**src/hw/rtl/thompson_nfa_builder_core_defines.svh**
```systemverilog
// assertion macros used by the nfa builder core
`ifndef THOMPSON_NFA_BUILDER_CORE_DEFINES_SVH
`define THOMPSON_NFA_BUILDER_CORE_DEFINES_SVH

// same-cycle implication, clocked on clk, off while rst_n is low
`define TNB_ASSERT_IMPL(lbl, ante, cons, msg) \
  lbl: assert property (@(posedge clk) disable iff (!rst_n) (ante) |-> (cons)) \
    else $error(msg);

// next-cycle implication
`define TNB_ASSERT_NEXT(lbl, ante, cons, msg) \
  lbl: assert property (@(posedge clk) disable iff (!rst_n) (ante) |=> (cons)) \
    else $error(msg);

`endif

```
**src/hw/rtl/tnb_pkg.sv**
```systemverilog
// types and constants of the nfa builder
package tnb_pkg;

  localparam int MAX_TOKENS  = 64;
  localparam int STATE_BITS  = 8;
  localparam int LABEL_BITS  = 16;
  localparam int LEVEL_W     = $clog2(MAX_TOKENS + 1);
  localparam int CNT_W       = STATE_BITS + 1;
  localparam int STATE_LIMIT = 1 << STATE_BITS;
  localparam int IDX_W       = 3;

  localparam int IN_DATA_W     = ((LABEL_BITS + 7) / 8) * 8;
  localparam int OUT_DATA_BITS = 4 * STATE_BITS + LABEL_BITS + 2;
  localparam int OUT_DATA_W    = ((OUT_DATA_BITS + 7) / 8) * 8;
  localparam int OUT_USER_W    = 2;

  typedef logic [STATE_BITS-1:0] state_num_t;
  typedef logic [LABEL_BITS-1:0] label_t;

  typedef struct packed {
    state_num_t start;
    state_num_t fin;
  } frag_t;

  typedef enum logic [2:0] {
    TOK_SYMBOL   = 3'd0,
    TOK_CONCAT   = 3'd1,
    TOK_ALT      = 3'd2,
    TOK_STAR     = 3'd3,
    TOK_PLUS     = 3'd4,
    TOK_QUESTION = 3'd5,
    TOK_ANCHOR   = 3'd6,
    TOK_IGNORED  = 3'd7
  } tok_kind_t;

  typedef enum logic [1:0] {
    ERR_OK        = 2'd0,
    ERR_UNDERFLOW = 2'd1,
    ERR_OVERFLOW  = 2'd2,
    ERR_EXHAUSTED = 2'd3
  } err_t;

  typedef enum logic [1:0] {
    SH_HOLD = 2'd0,
    SH_PREV = 2'd1,
    SH_NEXT = 2'd2
  } shift_t;

  // one token's worth of work handed to the result sequencer
  typedef struct packed {
    tok_kind_t        kind;
    state_num_t       s;
    frag_t            a;
    frag_t            b;
    label_t           label;
    logic [IDX_W-1:0] n_edges;
    logic             last;
    frag_t            fin_frag;
    err_t             err;
  } job_t;

endpackage

```
**src/hw/rtl/thompson_nfa_builder_core.sv**
```systemverilog
// thompson nfa builder top: token decode, state counter and the fragment stack chain
//
//   port group | direction | tdata                 | tuser                  | tlast
//   in_        | slave     | symbol_label          | token_kind             | last_token
//   out_       | master    | src,dst,label,st,acc,err | result_kind,is_epsilon | last_of_run
//
// a token is decoded and the stack updated in the cycle it is accepted; it then gives one
// result a cycle unless out_tready stalls, none to six; plus and question with a last token give
// the most; the next token is taken as the sequencer hands over the final result of the current one
// the output register lets a token be taken while a result waits on out_tready
// synchronous active-low reset clears level, counter, error and the sequencer; no clearing pass
`include "thompson_nfa_builder_core_defines.svh"

module thompson_nfa_builder_core (
  input  logic                           clk,
  input  logic                           rst_n,
  input  logic                           in_tvalid,
  output logic                           in_tready,
  input  logic [tnb_pkg::IN_DATA_W-1:0]  in_tdata,   // symbol_label
  input  logic [2:0]                     in_tuser,   // token_kind
  input  logic                           in_tlast,
  output logic                           out_tvalid,
  input  logic                           out_tready,
  output logic [tnb_pkg::OUT_DATA_W-1:0] out_tdata,  // source, dest, label, start, accept, error
  output logic [tnb_pkg::OUT_USER_W-1:0] out_tuser,  // result_kind, is_epsilon
  output logic                           out_tlast
);
  import tnb_pkg::*;

  logic [LEVEL_W-1:0] level_r, level_nxt;
  logic [CNT_W-1:0]   next_r, next_nxt;
  err_t               err_r, err_nxt;

  frag_t  cells [MAX_TOKENS];
  shift_t shift_top, shift_body;

  tok_kind_t        kind;
  logic             in_acc;
  logic [1:0]       pops;
  logic [2:0]       newst;
  logic             push_op, pop2_op, active;
  logic             uf, ov, ex, do_op;
  logic [CNT_W-1:0] sum;
  err_t             tok_err, err1, err_fin;
  logic [LEVEL_W-1:0] level_after;
  state_num_t       s;
  frag_t            a_frag, b_frag, new_top, fin_frag;
  logic [IDX_W-1:0] n_edges;
  job_t             job;
  logic             job_free;

  assign kind   = tok_kind_t'(in_tuser);
  assign in_acc = in_tvalid && in_tready;
  assign s      = next_r[STATE_BITS-1:0];

  always_comb begin
    pops    = 2'd0;
    newst   = 3'd0;
    push_op = 1'b0;
    pop2_op = 1'b0;
    active  = 1'b1;
    n_edges = '0;
    unique case (kind)
      TOK_SYMBOL, TOK_ANCHOR: begin
        push_op = 1'b1; newst = 3'd2; n_edges = IDX_W'(1);
      end
      TOK_CONCAT: begin
        pops = 2'd2; pop2_op = 1'b1; n_edges = IDX_W'(1);
      end
      TOK_ALT: begin
        pops = 2'd2; pop2_op = 1'b1; newst = 3'd2; n_edges = IDX_W'(4);
      end
      TOK_STAR: begin
        pops = 2'd1; newst = 3'd2; n_edges = IDX_W'(4);
      end
      TOK_PLUS: begin
        pops = 2'd1; newst = 3'd2; n_edges = IDX_W'(5);
      end
      TOK_QUESTION: begin
        pops = 2'd1; newst = 3'd4; n_edges = IDX_W'(5);
      end
      default: active = 1'b0;
    endcase
  end

  // error checks in priority order: underflow, overflow, exhaustion
  always_comb begin
    sum   = next_r + CNT_W'(newst);
    uf    = active && (level_r < LEVEL_W'(pops));
    ov    = active && !uf && push_op && (level_r >= LEVEL_W'(MAX_TOKENS));
    ex    = active && !uf && !ov && (sum > CNT_W'(STATE_LIMIT));
    do_op = active && !uf && !ov && !ex;
    if (uf) begin
      tok_err = ERR_UNDERFLOW;
    end else if (ov) begin
      tok_err = ERR_OVERFLOW;
    end else if (ex) begin
      tok_err = ERR_EXHAUSTED;
    end else begin
      tok_err = ERR_OK;
    end
    err1 = (err_r == ERR_OK) ? tok_err : err_r;
  end

  assign a_frag = pop2_op ? cells[1] : cells[0];
  assign b_frag = cells[0];

  always_comb begin
    new_top.start = s;
    new_top.fin   = s + STATE_BITS'(1);
    unique case (kind)
      TOK_CONCAT: begin
        new_top.start = a_frag.start;
        new_top.fin   = b_frag.fin;
      end
      TOK_PLUS: begin
        new_top.start = a_frag.start;
        new_top.fin   = s + STATE_BITS'(1);
      end
      TOK_QUESTION: begin
        new_top.start = s + STATE_BITS'(2);
        new_top.fin   = s + STATE_BITS'(3);
      end
      default: begin
        new_top.start = s;
        new_top.fin   = s + STATE_BITS'(1);
      end
    endcase
  end

  always_comb begin
    level_after = level_r;
    if (do_op && push_op) begin
      level_after = level_r + LEVEL_W'(1);
    end else if (do_op && pop2_op) begin
      level_after = level_r - LEVEL_W'(1);
    end
    // an empty stack finishes with start and accept zero
    if (level_after == '0) begin
      fin_frag = frag_t'('0);
    end else begin
      fin_frag = do_op ? new_top : cells[0];
    end
    // finishing on an empty stack counts as underflow
    if (in_tlast && (level_after == '0) && (err1 == ERR_OK)) begin
      err_fin = ERR_UNDERFLOW;
    end else begin
      err_fin = err1;
    end
  end

  always_comb begin
    level_nxt = level_r;
    next_nxt  = next_r;
    err_nxt   = err_r;
    if (in_acc) begin
      if (in_tlast) begin
        level_nxt = '0;
        next_nxt  = '0;
        err_nxt   = ERR_OK;
      end else begin
        level_nxt = level_after;
        next_nxt  = do_op ? sum : next_r;
        err_nxt   = err_fin;
      end
    end
  end

  always_ff @(posedge clk) begin
    if (!rst_n) begin
      level_r <= '0;
      next_r  <= '0;
      err_r   <= ERR_OK;
    end else begin
      level_r <= level_nxt;
      next_r  <= next_nxt;
      err_r   <= err_nxt;
    end
  end

  // stack chain: top cell takes the new fragment, the rest shift with push or double pop
  assign shift_top  = (in_acc && do_op) ? SH_PREV : SH_HOLD;
  assign shift_body = (in_acc && do_op && push_op) ? SH_PREV :
                      (in_acc && do_op && pop2_op) ? SH_NEXT : SH_HOLD;

  generate
    for (genvar i = 0; i < MAX_TOKENS; i++) begin : g_cell
      if (i == 0) begin : g_top
        tnb_cell u_cell (
          .clk       (clk),
          .shift     (shift_top),
          .from_prev (new_top),
          .from_next (cells[1]),
          .frag      (cells[0])
        );
      end else if (i == MAX_TOKENS - 1) begin : g_bottom
        tnb_cell u_cell (
          .clk       (clk),
          .shift     (shift_body),
          .from_prev (cells[i-1]),
          .from_next (frag_t'('0)),
          .frag      (cells[i])
        );
      end else begin : g_mid
        tnb_cell u_cell (
          .clk       (clk),
          .shift     (shift_body),
          .from_prev (cells[i-1]),
          .from_next (cells[i+1]),
          .frag      (cells[i])
        );
      end
    end
  endgenerate

  always_comb begin
    job.kind     = kind;
    job.s        = s;
    job.a        = a_frag;
    job.b        = b_frag;
    job.label    = in_tdata[LABEL_BITS-1:0];
    job.n_edges  = do_op ? n_edges : '0;
    job.last     = in_tlast;
    job.fin_frag = fin_frag;
    job.err      = err_fin;
  end

  assign in_tready = job_free;

  tnb_emit u_emit (
    .clk        (clk),
    .rst_n      (rst_n),
    .job_load   (in_acc && (in_tlast || (do_op && (n_edges != '0)))),
    .job        (job),
    .job_free   (job_free),
    .out_tvalid (out_tvalid),
    .out_tready (out_tready),
    .out_tdata  (out_tdata),
    .out_tuser  (out_tuser),
    .out_tlast  (out_tlast)
  );

  `TNB_ASSERT_NEXT(a_clear_on_last, in_acc && in_tlast,
    level_r == '0 && next_r == '0 && err_r == ERR_OK, "state not cleared after last token")
  `TNB_ASSERT_NEXT(a_push_grows, in_acc && !in_tlast && do_op && push_op,
    level_r == $past(level_r) + LEVEL_W'(1), "push did not grow the stack")
  `TNB_ASSERT_IMPL(a_bounds, 1'b1,
    level_r <= LEVEL_W'(MAX_TOKENS) && next_r <= CNT_W'(STATE_LIMIT), "stack or counter out of range")

endmodule

```
**src/hw/rtl/tnb_cell.sv**
```systemverilog
// one entry of the fragment stack, shifting to and from its neighbours
module tnb_cell (
  input  logic           clk,
  input  tnb_pkg::shift_t shift,
  input  tnb_pkg::frag_t  from_prev,
  input  tnb_pkg::frag_t  from_next,
  output tnb_pkg::frag_t  frag
);
  import tnb_pkg::*;

  frag_t frag_r;
  frag_t frag_nxt;

  always_comb begin
    case (shift)
      SH_PREV: frag_nxt = from_prev;
      SH_NEXT: frag_nxt = from_next;
      default: frag_nxt = frag_r;
    endcase
  end

  always_ff @(posedge clk) begin
    frag_r <= frag_nxt;
  end

  assign frag = frag_r;

endmodule

```
**src/hw/rtl/tnb_emit.sv**
```systemverilog
// result sequencer: walks one token's edges and feeds the output register
module tnb_emit (
  input  logic                               clk,
  input  logic                               rst_n,
  input  logic                               job_load,
  input  tnb_pkg::job_t                      job,
  output logic                               job_free,
  output logic                               out_tvalid,
  input  logic                               out_tready,
  output logic [tnb_pkg::OUT_DATA_W-1:0]     out_tdata,  // source, dest, label, start, accept, error
  output logic [tnb_pkg::OUT_USER_W-1:0]     out_tuser,  // result_kind, is_epsilon
  output logic                               out_tlast
);
  import tnb_pkg::*;

  job_t             job_r;
  logic             job_vld_r;
  logic [IDX_W-1:0] idx_r;
  logic             out_vld_r;
  logic [OUT_DATA_W-1:0] data_r;
  logic [OUT_USER_W-1:0] user_r;
  logic             tlast_r;

  logic [IDX_W-1:0] total;
  logic             final_res;
  logic             out_adv;
  logic             emit;
  state_num_t       s1, s2, s3;
  state_num_t       src, dst;
  logic             fin_rec;
  logic             eps;
  label_t           lbl;
  state_num_t       st, acc;

  assign total     = job_r.n_edges + IDX_W'(job_r.last);
  assign final_res = (idx_r == total - IDX_W'(1));
  assign out_adv   = !out_vld_r || out_tready;
  assign emit      = job_vld_r && out_adv;
  assign job_free  = !job_vld_r || (emit && final_res);

  assign s1 = job_r.s + STATE_BITS'(1);
  assign s2 = job_r.s + STATE_BITS'(2);
  assign s3 = job_r.s + STATE_BITS'(3);

  // edge endpoints in construction order
  always_comb begin
    src = job_r.s;
    dst = s1;
    unique case (job_r.kind)
      TOK_CONCAT: begin
        src = job_r.a.fin;
        dst = job_r.b.start;
      end
      TOK_ALT: begin
        case (idx_r)
          3'd0:    begin src = job_r.s;     dst = job_r.a.start; end
          3'd1:    begin src = job_r.s;     dst = job_r.b.start; end
          3'd2:    begin src = job_r.a.fin; dst = s1;            end
          default: begin src = job_r.b.fin; dst = s1;            end
        endcase
      end
      TOK_STAR, TOK_PLUS: begin
        case (idx_r)
          3'd0:    begin src = job_r.s;     dst = job_r.a.start; end
          3'd1:    begin src = job_r.a.fin; dst = s1;            end
          3'd2:    begin src = job_r.a.fin; dst = job_r.a.start; end
          3'd3:    begin src = job_r.s;     dst = s1;            end
          default: begin src = job_r.a.fin; dst = job_r.s;       end
        endcase
      end
      TOK_QUESTION: begin
        case (idx_r)
          3'd0:    begin src = job_r.s;     dst = s1;            end
          3'd1:    begin src = s2;          dst = job_r.s;       end
          3'd2:    begin src = s2;          dst = job_r.a.start; end
          3'd3:    begin src = s1;          dst = s3;            end
          default: begin src = job_r.a.fin; dst = s3;            end
        endcase
      end
      default: begin
        src = job_r.s;
        dst = s1;
      end
    endcase
  end

  always_comb begin
    fin_rec = (idx_r == job_r.n_edges);
    if (fin_rec) begin
      eps = 1'b0;
      lbl = '0;
      st  = job_r.fin_frag.start;
      acc = job_r.fin_frag.fin;
    end else begin
      eps = (job_r.kind != TOK_SYMBOL);
      lbl = (job_r.kind == TOK_SYMBOL) ? job_r.label : '0;
      st  = '0;
      acc = '0;
    end
  end

  always_ff @(posedge clk) begin
    if (!rst_n) begin
      job_vld_r <= 1'b0;
      idx_r     <= '0;
      out_vld_r <= 1'b0;
    end else begin
      if (job_load) begin
        job_vld_r <= 1'b1;
        idx_r     <= '0;
      end else if (emit) begin
        if (final_res) begin
          job_vld_r <= 1'b0;
        end else begin
          idx_r <= idx_r + IDX_W'(1);
        end
      end
      if (emit) begin
        out_vld_r <= 1'b1;
      end else if (out_tready) begin
        out_vld_r <= 1'b0;
      end
    end
  end

  always_ff @(posedge clk) begin
    if (job_load) begin
      job_r <= job;
    end
    if (emit) begin
      data_r <= OUT_DATA_W'({job_r.err, acc, st, lbl,
                            fin_rec ? state_num_t'(0) : dst,
                            fin_rec ? state_num_t'(0) : src});
      user_r  <= {eps, fin_rec};
      tlast_r <= final_res;
    end
  end

  assign out_tvalid = out_vld_r;
  assign out_tdata  = data_r;
  assign out_tuser  = user_r;
  assign out_tlast  = tlast_r;

endmodule
```
**config.mk**
```make
export PLATFORM = sky130hd
export DESIGN_NAME = thompson_nfa_builder_core
export DESIGN_NICKNAME = d
export VERILOG_FILES = /design/src/hw/rtl/tnb_pkg.sv /design/src/hw/rtl/thompson_nfa_builder_core.sv /design/src/hw/rtl/tnb_cell.sv /design/src/hw/rtl/tnb_emit.sv
export VERILOG_INCLUDE_DIRS = /design/src /design/src/hw/rtl
export SDC_FILE = /design/constraint.sdc
export NUM_CORES = 2
export LEC_CHECK = 0
export CORE_MARGIN = 1
export CORE_UTILIZATION = 45
export CTS_CLUSTER_DIAMETER = 40
export DETAILED_ROUTE_END_ITERATION = 8
export DONT_BUFFER_PORTS = 1
export PLACE_DENSITY = 0.71
export SLEW_MARGIN = 30
export SYNTH_ARGS = -nofsm -noshare
export SYNTH_HDL_FRONTEND = slang
export SYNTH_SLANG_ARGS = --single-unit
export TNS_END_PERCENT = 100
```
**constraint.sdc**
```tcl
create_clock -name clk -period 89.5 [get_ports clk]
set_input_delay 13.425 -clock clk [delete_from_list [all_inputs] [get_ports clk]]
set_output_delay 13.425 -clock clk [all_outputs]
set_load 0.03 [all_outputs]
```
After elaboration in Yosys (flattened, before gate mapping) --
Cells that the tools add are included.
Storage, ports and cells: input port bits 24, word-level logic and storage cells 351, output and inout bits 61, flip-flop bits (word level) 1181
Cells by class: bitwise gates (word level) 3, magnitude comparators 3, reduce and logical (&&, ||, !) cells 60, multiplexer cells 100, add/subtract/negate cells 12, equality and inequality tests 20
Operators with widths (count):
- 16-bit case mux with 2 select lines | 64
- 8-bit case mux with 4 select lines | 2
- 16-bit case mux with 3 select lines | 1
- 8-bit case mux with 2 select lines | 3
- 8-bit case mux with 3 select lines | 2
- 8-bit by 2-bit adder with 8-bit output, second input constant | 4
- 16-bit two-way mux | 2
- 2-bit OR reduction | 12
- 7-bit two-way mux | 3
- 1-bit logical AND | 19
- 3-bit by 2-bit equality test with 1-bit output, second input constant | 6
- 9-bit two-way mux | 2
- 8-bit by 1-bit adder with 8-bit output, second input constant | 2
- 2-bit two-way mux | 8
- 3-bit equality test, second input constant | 5
- 2-bit nonzero test | 6
- 9-bit by 3-bit adder with 9-bit output | 1
- 3-bit by 1-bit equality test with 1-bit output, second input constant | 3
- 9-bit > comparator, second input constant | 1
- 3-bit logical NOT | 3
- 1-bit two-way mux | 9
- 3-bit case mux with 3 select lines | 1
- 8-bit two-way mux | 1
- 7-bit by 1-bit adder with 7-bit output, second input constant | 1
- other kinds (23) | 37

Depth between registers and ports, before layout --
depth in word-level cells 22, mapped depth 16, depth with buffers taken out 12

By module --
Synthesis repeated with hierarchy kept, for this count alone.
Unflattened totals: cells, all modules 3344, area, all modules 57357.5 um2
By module, submodules not included:
- tnb_cell | area an instance 749.5 um2, instances 64, cells an instance 37, seq. area each 480.5 um2
- tnb_emit | area an instance 6796.5 um2, instances 1, cells an instance 576, seq. area each 4124.0 um2
- thompson_nfa_builder_core | area an instance 2595.0 um2, instances 1, cells an instance 400, seq. area each 340.3 um2

Least setup slack after synthesis --
OpenSTA, ideal clock, no wires.
path type input port to flip-flop, from input in_tuser[2], to register g_cell[10].g_mid.u_cell.frag_r, in the netlist g_cell[10].g_mid.u_cell.frag[0], enable pin, stages on the path 11, library setup time 3.620 ns, required time 85.880 ns, path buffers 2, path slack 2.162 ns, arrival time 83.717 ns, cell sequence buf_2 > clkbuf_1 > o21ai_0 > ha_1 > inv_1 > fa_1 > or4b_1 > a21oi_2 > o32a_2 > o21ai_1 > nor3_1
On the way: cells in the longest elaborated chain, start to end 20, elaborated cells between the ends (all ways) 38, classes of those cells add/sub (1); order compare (2); eq/ne (8); mux (7); reduce/logical (20)
Ends and longest elaborated chain:
- start: declaration | line thompson_nfa_builder_core.sv:20 | input logic [2:0] in_tuser,
- branches (longest 17 deep; another with 9-bit by 3-bit adder with 9-bit output)
- 2-bit two-way mux (*) | line thompson_nfa_builder_core.sv:183 | assign shift_body = (in_acc && do_op && push_op) ? SH_PREV :
- 2-bit by 1-bit equality test with 1-bit output / 2-bit equality test (equally long branches) | line tnb_cell.sv:15 | case (shift)
- 2-bit nonzero test (no source line) (*)
- end signal: assignment | line tnb_cell.sv:23 | frag_r <= frag_nxt;
- end: declaration | line tnb_cell.sv:11 | frag_t frag_r;
Every way passes the cells marked *. A chain may end at the register's enable or synchronous reset.

Worst setup path in the final report --
from input out_tready, to output in_tready
On the way: cells in the longest elaborated chain, start to end 4
Ends and longest elaborated chain:
- start: declaration | line thompson_nfa_builder_core.sv:23 | input logic out_tready,
- 1-bit logical OR | line tnb_emit.sv:37 | assign out_adv = !out_vld_r || out_tready;
- 1-bit logical AND | line tnb_emit.sv:38 | assign emit = job_vld_r && out_adv;
- 1-bit logical AND | line tnb_emit.sv:39 | assign job_free = !job_vld_r || (emit && final_res);
- 1-bit logical OR | line tnb_emit.sv:39
- end: declaration | line thompson_nfa_builder_core.sv:18 | output logic in_tready,
Every way passes these cells.

==> flow_summary.ini <==
[run_status]
status = completed

[synth]
synth_flop_cell = edfxtp_1
synth_cell_types = 82
synth-seq-cells = 1178
yosys.area.top_type_share_pct = 67.7
yosys.area.top_type = edfxtp_1
ys_warn_count = 0
async_flop_share_pct = 0
netlist_area_sq_um = 51300
synth_commonest_cells = 1156 x edfxtp_1, 809 x mux2_2, 200 x mux2_1
synth.most_common_cell = edfxtp_1
synth_area_per_cell_sq_um = 17.4
netlist_top_cells_area = edfxtp_1 68%, mux2_2 18%, mux2_1 4.4%
ys_seq_area_share_pct = 68.5
synth_edf_count = 1156
syn_inst = 2947

[pwr]
p_leak_nw = 19.2
power_density_nw_per_um2 = 23.4
ir_drop_v = 0.0000166

[setup_path]
crit_chain = nor2b_1, o31ai_4
required_ns = 76.07
cp-start-kind = input pin
critPathKind = in -> out
regToRegStartpoint = next_r[1]$_SDFFE_PN0P_
end_kind = primary output
worst-path-buf-inv = 0
critPathTopFamily = compound AO/OA/AOI/OAI gates
crit_fanout = 5
worstSetupStartpoint = out_tready
max_stage_delay_ns = 0.48
slowest_stage = o31ai_4
worstRegToRegCells = 14
crit_path_end = in_tready
r2r_slack_ns = 83.42
rr_endpoint = g_cell[26].g_mid.u_cell.frag[6]$_DFFE_PP_
cp.depth = 2
worst_ep_arrival_time_ns = 13.99

[detailed_routing]
viasPerCell = 5.31
dr.pass1.iters = 6
drt_first_iter_violations = 2199
drt-total-wl_microns = 77400
avgRoutedWirePerCell_microns = 16.8
ant_nets = 0
drc_errors = 0
num_vias = 24444

[floorplanning]
floorplan.initialDensity_pct = 45.5
fp.dieW_microns = 340
die_area_sq_um = 115000
ioPinCount = 85
core_area_sq_um = 113000
die_h_microns = 340
num_rows = 123

[clock_tree]
ctsHoldBuffers = 0
clock-root-buffer = clkbuf_16
cts_max_path_buffers = 3
cts_setup_buffers = 0
numCtsBuffers = 153
h-tree-depth = 4
cts.sinks = 1178
cts_tree = built
clk_pin_slew_ns = 0.06
post_cts_resized = 0
clk_latency_ns = 0.74

[final_layout]
nets = 3018
seqCellArea_sq_um = 35200
synthToLayoutAreaGrowth_pct = 12.9
num-fill-cells = 9101
multiInputGateArea_sq_um = 15200
drive_gt1_share_pct = 36.2
final_util_pct = 51.3
diodes = 0

[timing]
fin_crit_ns = 27.42
slew_violations = 0
setup_viol = 0
worst_pin_slew_ns = 0.967
fin_skew_ns = 0.0338
timing.final.crit_share_pct = 30.6
fin_setup_tns_ns = 0
hold_viol = 0
fmax_ghz = 0.0365
rsz0062_at_grt = false
slew_headroom_pct = 35.5

[job]
maxCapViolCount = 0

[grt]
grt_pass1_wl_microns = 128000
antenna_found_initial = 0
grt_max_degree = 198
overflow = 0
grt_pass1_vias = 24447
track_usage_pct = 13.3

[place]
post-dp-hpwl_microns = 44500
globalplace.congestion = 0.920
place.port_buffers = 0

[min_path]
min_path_type = reg -> reg
flip-flops by register name, indices dropped and copies added, names as in the netlist:
register,flops
g_cell.g_mid.u_cell.frag,992
u_emit.job_r,79
u_emit.out_tdata,50
g_cell.g_top.u_cell.frag,16
g_cell.g_bottom.u_cell.frag,16
next_r,8
level_r,7
u_emit.idx_r,3
err_r,2
u_emit.out_tuser,2
u_emit.job_vld_r,1
u_emit.out_tlast,1
u_emit.out_tvalid,1
per-layer routing:
layer | GRT usage, % | part of all wire (%) | vias to the layer above
met5 | 0 | 0 | -
met4 | 5.15 | 2.8 | 0
met3 | 2.98 | 5.0 | 169
met2 | 19.9 | 45 | 589
met1 | 18.8 | 47 | 12018
li1 | - | - | 11668
metrics by stage:
stage                     cell area, sq um  worst slack [ns]  total power, mW  hold WS, ns  cells
after floorplan                      51300              2.16            0.799        0.400   2952
after global placement               52500             62.12            0.753        0.406   4314
after detailed placement             52600             62.08            0.756        0.411   4317
after CTS                            57800             62.08             1.37        0.427   4600
after global routing                 57900             62.04             1.40        0.441   4602
final                                57900             62.08             1.35        0.423   4602
layout by cell type, fill, tap and decap left out, drive strengths merged, types with 8 or more instances in the layout:
cell type and count:
a21boi 15, a21oi 50, a221o 9, a221oi 9, a22oi 25, and2 53
buf 33, bufinv 13, clkbuf 176, clkinv 54, clkinvlp 13, dfxtp 22
edfxtp 1156, ha 19, inv 53, mux2 1009, mux2i 21, nand2 55
nand2b 12, nand3 24, nor2 57, nor2b 15, nor3 12, nor4 8
o21ai 55, o21bai 8, xnor2 10
where the power goes:
group	total [mW]	internal, mW	switching, mW
clock network	0.607	0.367	0.241
registers	0.662	0.644	0.0187
logic	0.0822	0.0360	0.0462
how the worst min path moves through the flow:
stage,from,endpoint,slack (ns),depth (start not counted)
after detailed placement,u_emit.job_r[0]$_DFFE_PP_,u_emit.out_tdata[48]$_DFFE_PP_,0.41,0
after CTS,u_emit.job_r[0]$_DFFE_PP_,u_emit.out_tdata[48]$_DFFE_PP_,0.43,0
final,u_emit.job_r[0]$_DFFE_PP_,u_emit.out_tdata[48]$_DFFE_PP_,0.42,0
after global placement,u_emit.job_r[0]$_DFFE_PP_,u_emit.out_tdata[48]$_DFFE_PP_,0.41,0
after global routing,u_emit.job_r[0]$_DFFE_PP_,u_emit.out_tdata[48]$_DFFE_PP_,0.44,0
after floorplan,u_emit.job_r[0]$_DFFE_PP_,u_emit.out_tdata[48]$_DFFE_PP_,0.40,0
cell families after synthesis:
logic type / after synthesis / share of synthesized area, %
muxes: 1030 / 22.6
buffers and inverters: 192 / 2.03
and+or+nand+nor: 269 / 2.77
DFF: 1178 / 68.5
AOI/OAI and AO/OA: 241 / 3.30
adders and majority gates: 20 / 0.503
other: 1 / 0.00731
xor gates and xnor gates: 16 / 0.288
area by class of cell:
cell class	count	share of cell area [%]
flip-flops and latches	1178	60.7
multi-input cells	1582	26.2
clock buffers	176	6.93
well taps	1500	3.24
clock inverters	107	2.02
repair buffers	33	0.752
inverters	26	0.169
Note: power is estimated with default switching activity, not from simulation.
